===== config.mk =====
export PLATFORM = sky130hd
export DESIGN_NAME = gregorian_date_add_days_unit_flat
export DESIGN_NICKNAME = d
export VERILOG_FILES = /design/src/sv/gdad_pkg.sv /design/src/sv/gdad_if.sv /design/src/sv/gdad_walk_core.sv /design/src/sv/gregorian_date_add_days_unit.sv /design/src/flat_wrapper.sv
export SDC_FILE = /design/constraint.sdc
export NUM_CORES = 1
export LEC_CHECK = 0
export BUFFER_PORTS_ARGS = -buffer_cell sky130_fd_sc_hd__buf_2
export CAP_MARGIN = 5
export CORE_MARGIN = 2
export CORE_UTILIZATION = 35
export CTS_CLUSTER_SIZE = 20
export DETAILED_ROUTE_END_ITERATION = 10
export PLACE_DENSITY = 0.53
export SLEW_MARGIN = 20
export SYNTH_ARGS = -nofsm -noshare
export SYNTH_HDL_FRONTEND = slang
export SYNTH_SLANG_ARGS = --single-unit
export TNS_END_PERCENT = 100

===== constraint.sdc =====
create_clock -name i_clk -period 16.21 [get_ports i_clk]
set_input_delay 2.4315 -clock i_clk [delete_from_list [all_inputs] [get_ports i_clk]]
set_output_delay 2.4315 -clock i_clk [all_outputs]
set_load 0.1 [all_outputs]

===== src/sv/gdad_pkg.sv =====
// Shared types, constants and calendar functions for the date-plus-days block.
package gdad_pkg;

    localparam int DAYS_WIDTH_DEF = 16;
    localparam int YEAR_WIDTH_DEF = 16;

    // Status codes of a result word
    localparam logic [1:0] ST_OK       = 2'd0;
    localparam logic [1:0] ST_BAD_DATE = 2'd1;
    localparam logic [1:0] ST_OVERFLOW = 2'd2;

    localparam logic [3:0] M_JAN = 4'd1;
    localparam logic [3:0] M_FEB = 4'd2;
    localparam logic [3:0] M_MAR = 4'd3;
    localparam logic [3:0] M_APR = 4'd4;
    localparam logic [3:0] M_MAY = 4'd5;
    localparam logic [3:0] M_JUN = 4'd6;
    localparam logic [3:0] M_JUL = 4'd7;
    localparam logic [3:0] M_AUG = 4'd8;
    localparam logic [3:0] M_SEP = 4'd9;
    localparam logic [3:0] M_OCT = 4'd10;
    localparam logic [3:0] M_NOV = 4'd11;
    localparam logic [3:0] M_DEC = 4'd12;

    localparam logic [4:0] DAY_LAST = 5'd31;

    // Year modulo the 400-year cycle
    localparam logic [9:0] CYCLE_YEARS = 10'd400;
    localparam logic [8:0] CYCLE_LAST  = 9'd399;
    localparam logic [8:0] CENT_1      = 9'd100;
    localparam logic [8:0] CENT_2      = 9'd200;
    localparam logic [8:0] CENT_3      = 9'd300;

    typedef struct packed {
        logic [15:0] start_year;
        logic [3:0]  start_month;
        logic [4:0]  start_day;
        logic [15:0] days_to_add;
    } t_req;

    typedef struct packed {
        logic [15:0] result_year;
        logic [3:0]  result_month;
        logic [4:0]  result_day;
        logic [1:0]  status;
    } t_result;

    // Top level to core
    typedef struct packed {
        logic start;
        logic take;
    } t_ctl;

    // Core to top level
    typedef struct packed {
        logic idle;
        logic done;
    } t_sts;

    // Leap test from the year's remainder in the 400-year cycle
    function automatic logic is_leap(input logic [8:0] r400);
        logic century;
        century = (r400 == CENT_1) || (r400 == CENT_2) || (r400 == CENT_3);
        return (r400[1:0] == 2'd0) && !century;
    endfunction

    // Month length; zero for a month outside the calendar
    function automatic logic [4:0] month_days(input logic [3:0] m, input logic leap);
        logic [4:0] len;
        case (m)
            M_JAN, M_MAR, M_MAY, M_JUL, M_AUG, M_OCT, M_DEC: len = 5'd31;
            M_APR, M_JUN, M_SEP, M_NOV:                      len = 5'd30;
            M_FEB:                                           len = leap ? 5'd29 : 5'd28;
            default:                                         len = 5'd0;
        endcase
        return len;
    endfunction

endpackage


===== src/sv/gdad_if.sv =====
// Valid/ready channel interfaces for date requests and results.
interface gdad_req_if;
    logic        valid;
    logic        ready;
    logic [15:0] start_year;
    logic [3:0]  start_month;
    logic [4:0]  start_day;
    logic [15:0] days_to_add;

    modport source (output valid, start_year, start_month, start_day, days_to_add,
                    input ready);
    modport sink   (input valid, start_year, start_month, start_day, days_to_add,
                    output ready);
endinterface

interface gdad_rsp_if;
    logic        valid;
    logic        ready;
    logic [15:0] result_year;
    logic [3:0]  result_month;
    logic [4:0]  result_day;
    logic [1:0]  status;

    modport source (output valid, result_year, result_month, result_day, status,
                    input ready);
    modport sink   (input valid, result_year, result_month, result_day, status,
                    output ready);
endinterface


===== src/sv/gdad_walk_core.sv =====
// Sequencer and shared subtractor: year remainder, date check and month-by-month walk.
module gdad_walk_core
    import gdad_pkg::*;
#(
    parameter int DAYS_WIDTH = DAYS_WIDTH_DEF,
    parameter int YEAR_WIDTH = YEAR_WIDTH_DEF
) (
    input  logic    i_clk,
    input  logic    i_rst_n,
    input  t_ctl    i_ctl,
    input  t_req    i_req,
    output t_sts    o_sts,
    output t_result o_result
);

    localparam int AW = (DAYS_WIDTH > 10) ? DAYS_WIDTH : 10;

    // Reciprocal of 400, exact for floor(y / 400) over the whole year range
    localparam int              QK   = YEAR_WIDTH + 9;
    localparam int              QMW  = QK - 8;
    localparam longint unsigned QM   = ((64'd1 << QK) + 64'(CYCLE_YEARS) - 64'd1) /
                                       64'(CYCLE_YEARS);
    localparam logic [QMW-1:0]  QMUL = QMW'(QM);

    localparam logic [2:0] S_IDLE  = 3'd0;
    localparam logic [2:0] S_QUOT  = 3'd1;
    localparam logic [2:0] S_REM   = 3'd2;
    localparam logic [2:0] S_CHECK = 3'd3;
    localparam logic [2:0] S_WALK  = 3'd4;
    localparam logic [2:0] S_DONE  = 3'd5;

    logic [2:0]            r_state, n_state;
    logic [YEAR_WIDTH-1:0] r_y, n_y;
    logic [3:0]            r_m, n_m;
    logic [4:0]            r_d, n_d;
    logic [DAYS_WIDTH-1:0] r_n, n_n;
    logic [4:0]            r_rem, n_rem;
    logic [8:0]            r_r400, n_r400;
    logic [8:0]            r_q, n_q;
    logic [1:0]            r_st, n_st;

    // Shared subtract/compare unit
    logic [AW-1:0] alu_a, alu_b;
    logic [AW:0]   alu_diff;
    logic          alu_borrow;

    logic [YEAR_WIDTH+QMW-1:0] q_prod;
    logic [8:0]                q400;
    logic [4:0]                len;
    logic [8:0]                r400_inc;
    logic                      year_last;

    assign q_prod    = (YEAR_WIDTH+QMW)'(r_y) * (YEAR_WIDTH+QMW)'(QMUL);
    // Low nine bits of quotient * 400 (256 + 128 + 16)
    assign q400      = {r_q[0], 8'd0} + {r_q[1:0], 7'd0} + {r_q[4:0], 4'd0};
    assign len       = month_days(r_m, is_leap(r_r400));
    assign r400_inc  = (r_r400 == CYCLE_LAST) ? 9'd0 : r_r400 + 9'd1;
    assign year_last = (r_y == {YEAR_WIDTH{1'b1}});

    always_comb begin
        if (r_state == S_REM) begin
            alu_a = AW'(r_y[8:0]);
            alu_b = AW'(q400);
        end else begin
            alu_a = AW'(r_n);
            alu_b = AW'(r_rem);
        end
        alu_diff   = {1'b0, alu_a} - {1'b0, alu_b};
        alu_borrow = alu_diff[AW];
    end

    always_comb begin
        n_state = r_state;
        n_y     = r_y;
        n_m     = r_m;
        n_d     = r_d;
        n_n     = r_n;
        n_rem   = r_rem;
        n_r400  = r_r400;
        n_q     = r_q;
        n_st    = r_st;
        case (r_state)
            S_IDLE: begin
                if (i_ctl.start) begin
                    n_y     = YEAR_WIDTH'(i_req.start_year);
                    n_m     = i_req.start_month;
                    n_d     = i_req.start_day;
                    n_n     = DAYS_WIDTH'(i_req.days_to_add);
                    n_st    = ST_OK;
                    n_state = S_QUOT;
                end
            end
            S_QUOT: begin
                n_q     = 9'(q_prod >> QK);
                n_state = S_REM;
            end
            S_REM: begin
                // Remainder is below 400, so the low nine bits of the difference hold it
                n_r400  = alu_diff[8:0];
                n_state = S_CHECK;
            end
            S_CHECK: begin
                if ((len == 5'd0) || (r_d == 5'd0) || (r_d > len)) begin
                    n_y     = '0;
                    n_m     = '0;
                    n_d     = '0;
                    n_st    = ST_BAD_DATE;
                    n_state = S_DONE;
                end else begin
                    n_rem   = len - r_d;
                    n_state = S_WALK;
                end
            end
            S_WALK: begin
                if (!alu_borrow && (alu_diff[AW-1:0] != '0)) begin
                    // Remaining days run past this month: advance a month
                    n_n = alu_diff[DAYS_WIDTH-1:0];
                    n_d = 5'd0;
                    if (r_m == M_DEC) begin
                        if (year_last) begin
                            n_m     = M_DEC;
                            n_d     = DAY_LAST;
                            n_st    = ST_OVERFLOW;
                            n_state = S_DONE;
                        end else begin
                            n_y    = r_y + YEAR_WIDTH'(1);
                            n_m    = M_JAN;
                            n_r400 = r400_inc;
                            n_rem  = month_days(M_JAN, 1'b0);
                        end
                    end else begin
                        n_m   = r_m + 4'd1;
                        n_rem = month_days(r_m + 4'd1, is_leap(r_r400));
                    end
                end else begin
                    n_d     = r_d + r_n[4:0];
                    n_state = S_DONE;
                end
            end
            S_DONE: begin
                if (i_ctl.take) begin
                    n_state = S_IDLE;
                end
            end
            default: begin
                n_state = S_IDLE;
            end
        endcase
    end

    always_ff @(posedge i_clk) begin
        if (!i_rst_n) begin
            r_state <= S_IDLE;
        end else begin
            r_state <= n_state;
        end
        r_y    <= n_y;
        r_m    <= n_m;
        r_d    <= n_d;
        r_n    <= n_n;
        r_rem  <= n_rem;
        r_r400 <= n_r400;
        r_q    <= n_q;
        r_st   <= n_st;
    end

    assign o_sts.idle = (r_state == S_IDLE);
    assign o_sts.done = (r_state == S_DONE);

    assign o_result.result_year  = 16'(r_y);
    assign o_result.result_month = r_m;
    assign o_result.result_day   = r_d;
    assign o_result.status       = r_st;

endmodule


===== src/sv/gregorian_date_add_days_unit.sv =====
// Top level: request/result channels around the date walk core, with an output register.
//
// Use: present a start date (year, month, day) and a day count on i_req; the
// block returns the date that many days later on o_rsp with a status word:
// ok, bad start date (result fields zero) or year overflow (result pinned to
// 31 December of the last representable year).
// i_req.ready is high only while the core is idle, so one word is in work at
// a time. A request reduces the year modulo 400 (a reciprocal multiply, then
// a subtract through the shared subtractor), checks the date, walks the months
// with a step for each month crossed and a closing step, and hands over to the
// output register; the next word is taken once the core is back in idle. A
// bad start date returns without the month walk. The month walk sets the rate.
// The result sits in an output register; a new request is taken while it
// waits. If the receiver stalls, the finished core holds its result until the
// register frees, and o_rsp.valid stays high with a steady payload.
// Synchronous active-low reset returns the core to idle and drops o_rsp.valid.
module gregorian_date_add_days_unit
    import gdad_pkg::*;
#(
    parameter int DAYS_WIDTH = DAYS_WIDTH_DEF,
    parameter int YEAR_WIDTH = YEAR_WIDTH_DEF
) (
    input  logic       i_clk,
    input  logic       i_rst_n,
    gdad_req_if.sink   i_req,
    gdad_rsp_if.source o_rsp
);

    t_ctl    ctl;
    t_sts    sts;
    t_req    req;
    t_result core_result;

    logic    r_out_valid, n_out_valid;
    t_result r_out;

    assign req.start_year  = i_req.start_year;
    assign req.start_month = i_req.start_month;
    assign req.start_day   = i_req.start_day;
    assign req.days_to_add = i_req.days_to_add;

    assign i_req.ready = sts.idle;
    assign ctl.start   = i_req.valid && sts.idle;
    // Move the finished word across once the output register is free
    assign ctl.take    = sts.done && (!r_out_valid || o_rsp.ready);

    gdad_walk_core #(
        .DAYS_WIDTH (DAYS_WIDTH),
        .YEAR_WIDTH (YEAR_WIDTH)
    ) u_core (
        .i_clk    (i_clk),
        .i_rst_n  (i_rst_n),
        .i_ctl    (ctl),
        .i_req    (req),
        .o_sts    (sts),
        .o_result (core_result)
    );

    always_comb begin
        n_out_valid = r_out_valid;
        if (ctl.take) begin
            n_out_valid = 1'b1;
        end else if (o_rsp.ready) begin
            n_out_valid = 1'b0;
        end
    end

    always_ff @(posedge i_clk) begin
        if (!i_rst_n) begin
            r_out_valid <= 1'b0;
        end else begin
            r_out_valid <= n_out_valid;
        end
        if (ctl.take) begin
            r_out <= core_result;
        end
    end

    assign o_rsp.valid        = r_out_valid;
    assign o_rsp.result_year  = r_out.result_year;
    assign o_rsp.result_month = r_out.result_month;
    assign o_rsp.result_day   = r_out.result_day;
    assign o_rsp.status       = r_out.status;

endmodule


===== src/flat_wrapper.sv =====
// flat-port wrapper written by rule: the top's interface ports become plain ports
module gregorian_date_add_days_unit_flat import gdad_pkg::*;
#(
    parameter int DAYS_WIDTH = DAYS_WIDTH_DEF,
    parameter int YEAR_WIDTH = YEAR_WIDTH_DEF
)
  (i_clk, i_rst_n, i_req_valid, i_req_start_year, i_req_start_month, i_req_start_day, i_req_days_to_add, i_req_ready, o_rsp_valid, o_rsp_result_year, o_rsp_result_month, o_rsp_result_day, o_rsp_status, o_rsp_ready);
  gdad_req_if i_req_i ();
  gdad_rsp_if o_rsp_i ();
  input  logic i_clk;
  input  logic i_rst_n;
  input wire logic [$bits(i_req_i.valid)-1:0] i_req_valid;
  input wire logic [$bits(i_req_i.start_year)-1:0] i_req_start_year;
  input wire logic [$bits(i_req_i.start_month)-1:0] i_req_start_month;
  input wire logic [$bits(i_req_i.start_day)-1:0] i_req_start_day;
  input wire logic [$bits(i_req_i.days_to_add)-1:0] i_req_days_to_add;
  output wire logic [$bits(i_req_i.ready)-1:0] i_req_ready;
  output wire logic [$bits(o_rsp_i.valid)-1:0] o_rsp_valid;
  output wire logic [$bits(o_rsp_i.result_year)-1:0] o_rsp_result_year;
  output wire logic [$bits(o_rsp_i.result_month)-1:0] o_rsp_result_month;
  output wire logic [$bits(o_rsp_i.result_day)-1:0] o_rsp_result_day;
  output wire logic [$bits(o_rsp_i.status)-1:0] o_rsp_status;
  input wire logic [$bits(o_rsp_i.ready)-1:0] o_rsp_ready;
  assign i_req_i.valid = i_req_valid;
  assign i_req_i.start_year = i_req_start_year;
  assign i_req_i.start_month = i_req_start_month;
  assign i_req_i.start_day = i_req_start_day;
  assign i_req_i.days_to_add = i_req_days_to_add;
  assign i_req_ready = i_req_i.ready;
  assign o_rsp_valid = o_rsp_i.valid;
  assign o_rsp_result_year = o_rsp_i.result_year;
  assign o_rsp_result_month = o_rsp_i.result_month;
  assign o_rsp_result_day = o_rsp_i.result_day;
  assign o_rsp_status = o_rsp_i.status;
  assign o_rsp_i.ready = o_rsp_ready;
  gregorian_date_add_days_unit #(.DAYS_WIDTH(DAYS_WIDTH), .YEAR_WIDTH(YEAR_WIDTH)) u_core (.i_clk(i_clk), .i_rst_n(i_rst_n), .i_req(i_req_i), .o_rsp(o_rsp_i));
endmodule

* Yosys cells after proc, flatten, opt, wreduce, memory -nomap -nowiden
Cells that the tools add are included.
Storage, ports and cells: register bits after elaboration 93, input bits 45, output and inout port bits 29, logic and storage cells 154
Operators by class: add/sub/neg operators 8, multipliers 1, $lt $le $gt $ge 1, equal/unequal tests 45, multiplexer cells 51, reduce and logical (&&, ||, !) cells 34
Operator list (count):
- two-way mux 16 bit | 8
- case mux 16 bit (3 select lines) | 1
- two-way mux 5 bit | 9
- two-way mux 9 bit | 5
- case mux 5 bit (3 select lines) | 3
- equality test 4 bit, second input constant | 10
- equality test 4 x 3 -> 1 bit, second input constant | 8
- case mux 16 bit (2 select lines) | 1
- multiplier 16 x 17 -> 30 bit, second input constant | 1
- two-way mux 4 bit | 5
- adder 9 bit | 2
- equality test 9 bit, second input constant | 2
- case mux 3 bit (6 select lines) | 1
- case mux 9 bit (2 select lines) | 1
- subtractor 16 x 16 -> 17 bit | 1
- adder 16 x 1 -> 16 bit, second input constant | 1
- equality test 16 bit, second input constant | 1
- equality test 4 x 2 -> 1 bit, second input constant | 4
- AND reduction 4 bit | 4
- nonzero test 16 bit | 1
- two-way mux 3 bit | 5
- OR reduction 7 bit | 2
- != test 2 bit, second input constant | 6
- case mux 4 bit (3 select lines) | 1
- 28 further kinds | 57

* Logic depth before layout (Yosys ltp)
depth after elaboration 12, mapped depth 20, depth with buffers taken out 20

* By module
From an unflattened synthesis, not the netlist that was laid out.
Second synthesis, totals: cell total of the unflattened synthesis 997, area, all modules 10084.7 sq um
Modules (own cells, without submodules):
- gdad_walk_core | times used 1, cells each 965, area an instance 9220.1 sq um, sequential area each 1921.8 sq um
- gregorian_date_add_days_unit | times used 1, cells each 32, area an instance 864.6 sq um, sequential area each 830.8 sq um

* Least setup slack after synthesis
Ideal clock, no wire load.
path kind register to register, start point register u_core.u_core.r_y[4], end point register u_core.u_core.r_q[4], data pin, library setup time 157 ps, arrival time 5622 ps, required time 16053 ps, slack 10432 ps, cell stages (with the launch flop) 20, buffers on the path 0, clock period less this slack 5778 ps, path through edfxtp_1 -> fa_1 -> inv_1 -> fa_1 -> inv_1 -> fa_1 -> fa_1 -> fa_1 -> inv_1 -> fa_1 -> inv_1 -> ha_1 -> a21o_1 -> a21oi_1 -> nor2b_1 -> o311ai_0 -> a31oi_1 -> o41a_1 -> and4_1 -> nor3_1
On the way: longest elaborated chain between the ends 1
Ends and longest elaborated chain:
- start: declaration | line gdad_walk_core.sv:33 | logic [YEAR_WIDTH-1:0] r_y, n_y;
- start signal: assignment | line gdad_walk_core.sv:157 | r_y <= n_y;
- multiplier 16 x 17 -> 30 bit | line gdad_walk_core.sv:53 | assign q_prod = (YEAR_WIDTH+QMW)'(r_y) * (YEAR_WIDTH+QMW)'(QMUL);
- named net u_core.u_core.q_prod[29] | line gdad_walk_core.sv:47 | logic [YEAR_WIDTH+QMW-1:0] q_prod;
- end signal: assignment | line gdad_walk_core.sv:163 | r_q <= n_q;
- end: declaration | line gdad_walk_core.sv:39 | logic [8:0] r_q, n_q;
The timed path passes the listed nets, and every way through them passes these cells. A chain may end at the register's enable or synchronous reset.

* Worst setup path in the final report
Ends and elaborated chain as after synthesis.

==> metrics list <==
- The flow ran to the end, and the final reports show no timing, DRC or antenna violations.
* Width of the die: 172 um
- Ys flop type: sky130_fd_sc_hd__edfxtp_1
- Leaving out fill and tap cells, the most frequent cells in the layout are sky130_fd_sc_hd__inv_1 (179), sky130_fd_sc_hd__ha_1 (147), sky130_fd_sc_hd__fa_1 (99).
- Required time reported for the critical path endpoint: 16,410 ps
- The clock reaches the later pin of the worst-skew pair after 360 ps.
* Synth Warn #: 0
* Total Die Area: a little under 30,000 sq um
* Die Y-Extent: roughly 170 um
- The number of cells on the worst reg-to-reg path is 19.
- Arrival time of the worst setup path: 6500 ps
* CTS tree: done
- Once detailed placement completed, the half-perimeter wirelength came to approximately 20 mm.
* Nets in the synthesized netlist: approximately 1,300
- The number of antenna diodes in the final layout is 0.
* Number of storage elements in the synthesis netlist: 93
- Global routing finished with a remaining overflow of 0.
* Number of max-capacitance violations reported: 0
- In this run the clock root is driven by a sky130_fd_sc_hd__clkbuf_16.
* Count of TritonRoute iterations in the first routing pass: 5
- Final Non-Filler Cells: between 1,000 and 1,500
- Clock Tree Buf Depth: 2
- Initial Util: ~36%
- Kind of path behind the tightest hold check: reg2reg
* GR Util All Layers: around 17%
* Hold Path Stages: 0
* Final routed wirelength across all metal layers: between 20 and 25 mm
* Count of standard-cell rows: 61
* Share of async-settable or async-resettable flops after synthesis: 0%
* Port Buf Inserts: 73
* Commonest non-fill, non-tap cell in the layout: sky130_fd_sc_hd__inv_1
- Across the routed clock network, the largest skew measured is 13.6 ps.
- After clock tree synthesis, the clock-pin slew on the worst setup and hold paths is around 70 ps.
* I/O pin count: 74
- Setup violations, final: 0
- Setup WS post-layout: between 9000 and 10,000 ps
- Each instance of the synthesized netlist takes up on average 10.3 sq um.
- Type of the worst setup path: reg2reg
- Total number of nets in the final design: 1,328
* Iteration-0 DRC count of the detailed router: roughly 480
- The final-report hold violation count was 0.
* Number of flops mapped to enable cells by yosys: between 80 and 90
- The initial antenna violation count came to 0.
* Placeable Area: about 28,000 sq um
- Hold repair after CTS inserted 0 buffers.
- Buffer count from post-CTS setup fixing: 0
- At the pin with the least slew margin, the transition time is 1040 ps.
- The worst pin sits at a relative slew slack of 30.0%.
- STA classifies the critical path startpoint as a flip-flop.
- Across all layers, the routed design uses slightly above 7,000 vias.
- In the synthesized netlist, the number of instances is roughly 960.
* Routed length per placed instance: around 17 um
- Fin crit share: 38.9%
- Post-route ant nets: 0
- Setup repair after global routing left no endpoint under its margin.
- The number of gates resized after CTS was 0.
- After detailed placement, the design holds a cell count of around 1,400.
* Post-detailed-route via-to-cell ratio: approximately 5
- Weighted congestion at the end of routability-driven global placement: around 0.93
* Global-route wire length before repair: between 30 and 40 mm
- Minimum clock period: approximately 6300 ps
- Number of clock sinks seen by CTS: 93
- Entering global routing, the biggest net connects 54 pins.
- Cts bufs inserted: 9
- Counting distinct cell types in the post-synthesis netlist gives 70.
- The final max-slew violation count was 0.
- Worst Path Max Fanout: 10
- Fraction of final layout cells with drive strength greater than 1: between 10% and 20%
- Derived from the worst setup path, the maximum achievable clock frequency is around 0.16 GHz.
- Final hold analysis gives a worst-case slack of 420 ps.
- The mapped netlist covers between 9000 and 10,000 sq um.
- Summed over all failing endpoints, the final setup total negative slack is 0 ps.
* Worst setup slack after placement: ~9900 ps
- From synthesis to final layout, the design area changed by 11.4%.
* Number of global-route vias before repair: 6,999
- Crit end category: flip-flop
- After detailed routing, the number of remaining DRC violations is 0.
- Clock H-tree levels: 3
* Sequential cell area fraction in the yosys report: 27.8%
-- area by class of cell --
cell class / count / area (sq um)
fillers: 2797 / 16800
multi-input cells: 675 / 6400
flip-flops and latches: 93 / 2750
well taps: 378 / 473
inverters: 179 / 672
clock buffers: 9 / 225
repair buffers: 79 / 410
clock inverters: 7 / 95.1
-- cell usage after synthesis (all sizes together), types with 10 or more instances --
cell type,number,area share (%)
a21oi,28,1.4
clkbuf,10,0.38
edfxtp,89,27
fa,99,20
ha,147,19
inv,179,6.8
nand2,86,3.3
nand3,18,0.91
nor2,43,1.6
nor3,12,0.61
o21ai,53,2.7
o22ai,14,0.88
xnor2,29,2.6
xor2,18,1.6
-- metrics by stage --
stage               instance area (sq um)  util (%)
floorplan                            9900         -
global placement                    10700      38.4
detailed placement                  10700      38.4
CTS                                 11000      39.6
global route                        11000      39.6
finish                              11000      39.6
-- worst max-delay path: stages (launching register included) --
cell and delay (ps):
sky130_fd_sc_hd__edfxtp_1 600, sky130_fd_sc_hd__fa_1 690, sky130_fd_sc_hd__inv_1 100, sky130_fd_sc_hd__fa_1 510, sky130_fd_sc_hd__inv_1 50, sky130_fd_sc_hd__fa_1 460
sky130_fd_sc_hd__fa_1 400, sky130_fd_sc_hd__fa_1 510, sky130_fd_sc_hd__inv_1 50, sky130_fd_sc_hd__fa_1 530, sky130_fd_sc_hd__inv_1 40, sky130_fd_sc_hd__ha_1 290
sky130_fd_sc_hd__a21o_1 180, sky130_fd_sc_hd__a21oi_1 130, sky130_fd_sc_hd__nor2b_1 60, sky130_fd_sc_hd__o311ai_0 310, sky130_fd_sc_hd__a31oi_1 320, sky130_fd_sc_hd__o41a_1 520
sky130_fd_sc_hd__and4_1 230, sky130_fd_sc_hd__nor3_1 170
-- logic make-up after synthesis --
logic type / after synthesis / synth area share, %
flops: 93 / 27.8
fa+ha+maj: 246 / 38.6
buf+inv: 196 / 7.70
compound gates: 164 / 11.0
simple gates: 215 / 10.4
xor+xnor: 47 / 4.16
mux: 3 / 0.303
-- layer usage --
metal	track usage, %	share of wire [%]	vias up
met1	25.3	49	3422
met4	4.09	1.7	0
met5	0	0	-
met3	2.77	4.3	24
met2	27.1	45	167
li1	-	-	3427
-- registers in the layout (all words and copies together), names as in the netlist, 3 cells and up --
| signal | count |
|---|---|
| u_core.u_core.r_d | 5 |
| u_core.u_core.r_r400 | 9 |
| u_core.o_rsp.result_year | 16 |
| u_core.u_core.r_n | 16 |
| u_core.u_core.r_m | 4 |
| u_core.u_core.r_y | 16 |
| u_core.u_core.r_state | 3 |
| u_core.o_rsp.result_day | 5 |
| u_core.o_rsp.result_month | 4 |
| u_core.u_core.r_q | 5 |
| u_core.u_core.r_rem | 5 |
-- path summary, 6_finish.rpt --
kind | startpoint | to | slack, ps
max | u_core.u_core.r_y[4] | u_core.u_core.r_q[4] | 9910
min | u_core.u_core.r_st[1] | u_core.o_rsp.status[1] | 420
min reg2reg | u_core.u_core.r_st[1] | u_core.o_rsp.status[1] | 420
max reg2reg | u_core.u_core.r_y[4] | u_core.u_core.r_q[4] | 9910
Power is not shown: default switching activity piles up to over one toggle a cycle in this logic, so the estimate is an artifact.
